`src/rtl/assert_macros.svh`:
```
// ----------------------------------------------------------------------------
// assert_macros.svh
// Shared concurrent assertion macros for the palette search RTL.
// ----------------------------------------------------------------------------
`ifndef ASSERT_MACROS_SVH
`define ASSERT_MACROS_SVH

// Property holds at every clock edge outside reset
`define NPCS_ASSERT(lbl, clk, rstn, prop) \
  lbl: assert property (@(posedge clk) disable iff (!rstn) (prop)) \
    else $error("npcs assertion failed");

// Antecedent implies consequent in the same cycle
`define NPCS_ASSERT_IMPL(lbl, clk, rstn, ante, cons) \
  lbl: assert property (@(posedge clk) disable iff (!rstn) (ante) |-> (cons)) \
    else $error("npcs implication failed");

// Antecedent implies consequent in the next cycle
`define NPCS_ASSERT_NEXT(lbl, clk, rstn, ante, cons) \
  lbl: assert property (@(posedge clk) disable iff (!rstn) (ante) |=> (cons)) \
    else $error("npcs next-cycle implication failed");

`endif

```
`src/rtl/npcs_pkg.sv`:
```
// ----------------------------------------------------------------------------
// npcs_pkg
// Types, widths and helpers shared by the palette search cells and top level.
// ----------------------------------------------------------------------------
package npcs_pkg;

  // Field widths
  localparam int unsigned COMP_W  = 8;   // one color component
  localparam int unsigned STORE_W = 6;   // stored component, VGA precision
  localparam int unsigned PAD_W   = COMP_W - STORE_W;
  localparam int unsigned IDX_W   = 8;   // palette index
  localparam int unsigned SQ_W    = 2 * COMP_W;
  localparam int unsigned DIST_W  = 18;  // sum of three squares

  // Starting distance, above any reachable distance, so the first cell wins
  localparam logic [DIST_W-1:0] DIST_INIT = '1;

  // Opcodes
  localparam logic OP_WRITE  = 1'b0;
  localparam logic OP_LOOKUP = 1'b1;

  // Palette write broadcast to every cell
  typedef struct packed {
    logic               en;
    logic [IDX_W-1:0]   index;
    logic [STORE_W-1:0] red;
    logic [STORE_W-1:0] green;
    logic [STORE_W-1:0] blue;
  } wr_t;

  // Lookup word handed from cell to cell
  typedef struct packed {
    logic [COMP_W-1:0] red;
    logic [COMP_W-1:0] green;
    logic [COMP_W-1:0] blue;
    logic [IDX_W-1:0]  best_index;
    logic [DIST_W-1:0] best_dist;
  } query_t;

  // Square of an absolute component difference
  function automatic logic [SQ_W-1:0] sq_diff(input logic [COMP_W-1:0] a,
                                              input logic [COMP_W-1:0] b);
    logic [COMP_W-1:0] d;
    d = (a >= b) ? (a - b) : (b - a);
    return SQ_W'(d) * SQ_W'(d);
  endfunction

endpackage

```
`src/rtl/npcs_cell.sv`:
```
// ----------------------------------------------------------------------------
// npcs_cell
// One palette entry: holds its color, scores the passing lookup word against
// it and hands the updated best match to the next cell.
// ----------------------------------------------------------------------------
module npcs_cell #(
  parameter int unsigned CELL_INDEX = 0
) (
  input  logic            clk_i,
  input  logic            rst_ni,
  input  logic            adv_i,
  input  npcs_pkg::wr_t   wr_i,
  input  logic            valid_i,
  input  npcs_pkg::query_t data_i,
  output logic            valid_o,
  output npcs_pkg::query_t data_o
);
  import npcs_pkg::*;

  logic [STORE_W-1:0] red_q, green_q, blue_q;
  logic               valid_q;
  query_t             data_q, data_d;
  logic [DIST_W-1:0]  cand_dist;
  logic               hit;

  // Entry storage, cleared to black at reset
  always_ff @(posedge clk_i or negedge rst_ni) begin
    if (!rst_ni) begin
      red_q   <= '0;
      green_q <= '0;
      blue_q  <= '0;
    end else if (wr_i.en && (wr_i.index == IDX_W'(CELL_INDEX))) begin
      red_q   <= wr_i.red;
      green_q <= wr_i.green;
      blue_q  <= wr_i.blue;
    end
  end

  // Squared distance to the passing color
  assign cand_dist = DIST_W'(sq_diff(data_i.red,   {red_q,   {PAD_W{1'b0}}}))
                   + DIST_W'(sq_diff(data_i.green, {green_q, {PAD_W{1'b0}}}))
                   + DIST_W'(sq_diff(data_i.blue,  {blue_q,  {PAD_W{1'b0}}}));

  // Strict less-than keeps the lowest index on ties
  assign hit = cand_dist < data_i.best_dist;

  always_comb begin
    data_d = data_i;
    if (hit) begin
      data_d.best_index = IDX_W'(CELL_INDEX);
      data_d.best_dist  = cand_dist;
    end
  end

  // Hand-off to the neighbor; the whole row holds while adv_i is low
  always_ff @(posedge clk_i or negedge rst_ni) begin
    if (!rst_ni) begin
      valid_q <= 1'b0;
    end else if (adv_i) begin
      valid_q <= valid_i;
    end
  end

  always_ff @(posedge clk_i) begin
    if (adv_i) begin
      data_q <= data_d;
    end
  end

  assign valid_o = valid_q;
  assign data_o  = data_q;

endmodule

```
`config.mk`:
```
export PLATFORM = sky130hd
export DESIGN_NAME = npcs_cell
export DESIGN_NICKNAME = d
export VERILOG_FILES = /design/src/rtl/assert_macros.svh /design/src/rtl/npcs_pkg.sv /design/src/rtl/npcs_cell.sv
export SDC_FILE = /design/constraint.sdc
export NUM_CORES = 1
export LEC_CHECK = 0
export ABC_AREA = 1
export ABC_CLOCK_PERIOD_IN_PS = 22300
export BUFFER_PORTS_ARGS = -buffer_cell sky130_fd_sc_hd__buf_2
export CAP_MARGIN = 20
export CORE_MARGIN = 5
export CORE_UTILIZATION = 44
export DETAILED_ROUTE_END_ITERATION = 7
export GPL_TIMING_DRIVEN = 0
export PLACE_DENSITY = 0.66
export SETUP_SLACK_MARGIN = 0.02
export SLEW_MARGIN = 10
export SYNTH_ARGS = -nofsm -noshare
export SYNTH_HDL_FRONTEND = slang
export SYNTH_SLANG_ARGS = --single-unit
export TNS_END_PERCENT = 20
```
`constraint.sdc`:
```
create_clock -name clk_i -period 22.3 [get_ports clk_i]
set_input_delay 2.23 -clock clk_i [delete_from_list [all_inputs] [get_ports clk_i]]
set_output_delay 2.23 -clock clk_i [all_outputs]
set_load 0.01 [all_outputs]
```
# Word-level counts from Yosys, hierarchy flattened
# Index checks and enable logic that the tools add are counted.
# word_totals
regBits	69
latchBits	0
ramBits	0
mem_bits_ro	0
inputBits	81
output_inout_bits	51
elab_cells	30
mem_count	0
# op_classes
n_addsub	8
mul	3
div	0
order_cmp	4
eq_ne	0
shift	0
muxes	4
bitwise	0
n_reduce_logical	2
# ops
cell	n
$mul 8x8->16	3
$sub 8x8->8	6
$ge 8x8->1	3
$mux 8	3
$add 17x16->18	1
$lt 18x18->1	1
$mux 18	1
$add 16x16->17	1
$logic_not 8->1	1
$logic_and 1x1->1	1

# Depth between registers and ports, before layout
# logic_depth
depth_word	7
depth_mapped	47
ltp_nobuf	46

# Worst setup path before layout
# OpenSTA, ideal clock, no wires.
# synth_timing
path_kind	input -> register
from	input data_i[44] (netlist bit)
to	register data_q (netlist bit data_o[0]), data pin
setup_ps	266
arrival_time_ps	9409
t_required_ps	22034
slack_ps	12626
path_stages	42
n_path_buf	1
cell_sequence	inv_1 ha_1 inv_1 fa_1 inv_1 nand2_1 nand2_1 o211ai_4 o21ai_2 inv_4 nor2_2 inv_1 fa_1 inv_1 fa_1 inv_1 fa_1 fa_1 (+6 left out) ha_1 a21oi_1 nand2_1 nand2_1 nand2_1 nand2_1 nand2_1 nand2_1 nand2_1 ha_1 nand2_1 inv_1 nand3_1 nor2_1 nand4_1 nand3_1 clkbuf_1 o21ai_0
# synth_rtl
element	line	rtl
start, declared	npcs_cell.sv:14	input npcs_pkg::query_t data_i,
end signal, assigned	npcs_cell.sv:66	data_q <= data_d;
end, declared	npcs_cell.sv:22	query_t data_q, data_d;

==> flow_summary_export.csv <==
group,metric,value,unit
worst_setup_path,reg2reg_to,"data_o[6]",
worst_setup_path,ff2ff_path_depth,39,
cts,ctsResizeCount,0,
placed_design,port_buffers,131,
floorplan,initial_core_util,0.450,
worst_setup_path,cp_max_fo,10,
grt,grt_max_degree,31,
cts,path_clk_slew,0.06,ns
floorplan,io_pins,132,
timing,setup_viol,0,
final_layout,fillers,2306,
yosys,syn_inst,1346,
routing,drc,0,
cts,clock_latency,0.35,ns
grt,gr-usage-all-layers,0.177,
yosys,ys_types,36,
cts,cts_inserted_buffers,9,
grt,grt_pass1_wl,38700,um
grt,grt_pass1_vias,8529,
yosys,syn_area,0.0106,mm^2
worst_setup_path,start_kind,"input pin",
routing,routedWlPerCell,12.6,um
timing,fmaxAchievable,94.6,MHz
routing,ant_nets,0,
final_layout,final_common_cell,"inv_1",
final_layout,final_cells,1813,
yosys,synth.avg_cell_area,7.90,um^2
yosys,ys_seq_area_frac,0.186,
timing,final_hold_viol_count,0,
floorplan,dieArea,0.0274,mm^2
cts,cts-htree-levels,3,
floorplan,die_h,165,um
final_layout,area_growth_syn_to_layout,13.0,%
worst_setup_path,reg2reg_from,"red_q[0]",
final_layout,multiInputGateArea,0.00716,mm^2
yosys,yosys_warnings,0,
routing,drt_iter0_markers,440,
worst_hold_path,hp-class,"reg2reg",
worst_setup_path,critPathSlowestCell,"fa_1",
worst_hold_path,holdCritStartpoint,"green_q[5]",
floorplan,rows,56,
final_layout,diodes,0,
floorplan,die_w,165,um
worst_setup_path,cpPeakStageDelay,0.55,ns
yosys,synth_seq_cells,69,
worst_hold_path,min_delay_path_depth,2,
timing,fin_crit_sh,0.474,
grt,antenna_found_initial,0,
timing,rsz0062_at_grt,"no",
routing,viasPerCell,4.63,
cts,postCtsSetupRepairBufs,0,
floorplan,fp.coreArea,0.0236,mm^2
yosys,post-synth-top-area-fraction,0.256,
worst_hold_path,min_to,"green_q[5]",
placed_design,dp_hpwl,19800,um
worst_setup_path,worstPathRequired,22.37,ns
final_layout,register_area,0.00198,mm^2
yosys,synth_area_leaders,"fa_1 26%, ha_1 16%, edfxtp_1 14%, inv_1 13%, nand2_1 12%",
yosys,synth_largest_area_cell,"fa_1",
cts,cts_tree,"yes",
final_layout,drive_gt1_frac,0.129,
cts,clock-sinks,69,
routing,wirelength,22800,um
yosys,synth_fp_nets,1696,
timing,timing.hold.ws,0.500,ns
timing,worstMarginPinSlew,0.595,ns
worst_setup_path,critPathArrivalTime,10.64,ns
cts,cts_buffer_depth,2,
outcome,status,"finished clean",
final_layout,layout_common_cells,"375 x inv_1, 327 x nand2_1, 136 x fa_1",
timing,relSlewSlack,0.603,
routing,via_count,8390,
run,cap_violations,0,
routing,firstDrtPassIters,5,
timing,fin_crit,10.57,ns
worst_setup_path,r2r_slack,13.50,ns
cts,ctsHoldBuffers,0,
worst_setup_path,endpoint_kind,"flip-flop",
timing,finalSetupTns,0,ns
cts,cts_root_buffer,"clkbuf_16",
worst_setup_path,crit_type,"in2reg",
final_layout,nets,1839,
timing,drv_slew,0,
timing,skew,0.00872,ns
grt,grt.overflow.total,0,
worst_setup_path,critPathMostFrequentCell,"nand2_1",
placed_design,gp_congestion,0.884,
final_layout,final_core_util,0.509,
placed_design,dp.cells,1797,
[flip-flops by register name, summed over array words and instances (netlist names)]
| signal | cells |
|---|---|
| red_q | 6 |
| data_o | 50 |
| blue_q | 6 |
| valid_o | 1 |
| green_q | 6 |
[synthesized netlist by cell type (all sizes together)]
cell type,instances
o21bai,3
xor2,7
ha,133
o21ai,36
nand3,34
nor3,3
nand4,13
o21a,1
a21oi,34
inv,385
clkbuf,7
edfxtp,50
nand3b,2
nand2,342
xnor2,17
dfrtp,19
a21o,1
fa,136
or2,1
clkinv,1
buf,3
o211ai,2
nor2,114
nor4,1
mux2,1
[layer usage]
layer | track usage | vias to the layer above | part of all wire
li1 | - | 4266 | -
met5 | 0 | - | 0
met1 | 0.221 | 3940 | 0.43
met4 | 0.0364 | 0 | 0.013
met3 | 0.0308 | 20 | 0.056
met2 | 0.322 | 164 | 0.50
[layout make-up]
cell class / count / area share
multi-input combinational: 881 / 0.596
sequential: 69 / 0.165
inverter: 386 / 0.121
timing repair buffer: 132 / 0.0562
tap: 319 / 0.0332
clock buffer: 15 / 0.0250
buffer: 10 / 0.00354
clock inverter: 1 / 0.000729
[critical path, delay by kind of cell]
kind / cells / cell delay [ns]
fa+ha+maj: 10 / 4.54
simple gates: 15 / 1.67
buf+inv: 10 / 1.34
compound gates: 4 / 0.83
[cells by family after synthesis]
family / after synthesis / synth area share
AND/OR/NAND/NOR: 510 / 0.198
buffers and inverters: 396 / 0.141
adder cells (fa/ha/maj): 269 / 0.413
AO/OA/AOI/OAI: 77 / 0.0425
flip-flops: 69 / 0.186
XOR/XNOR: 24 / 0.0198
multiplexers: 1 / 0.00106
[how the worst max path moves through the flow]
stage,from,endpoint,slack (ns)
4_1_cts,data_i[42],data_o[6],11.80
5_1_grt,data_i[42],data_o[10],11.27
6_report,data_i[42],data_o[6],11.73
3_3_place_gp,data_i[42],data_o[6],11.48
3_5_place_dp,data_i[42],data_o[6],11.44
2_1_floorplan,data_i[44],data_o[0],12.63
[through the flow]
stage / area, um^2 / setup slack (ns)
2_1_floorplan: 10600 / 12.63
3_3_place_gp: 11700 / 11.48
3_5_place_dp: 11700 / 11.44
4_1_cts: 12000 / 11.80
5_1_grt: 12000 / 11.27
6_report: 12000 / 11.73
Power is left out: the tool's default activity adds up to more than one toggle a clock period on the data nets, which glitch-free logic cannot reach.
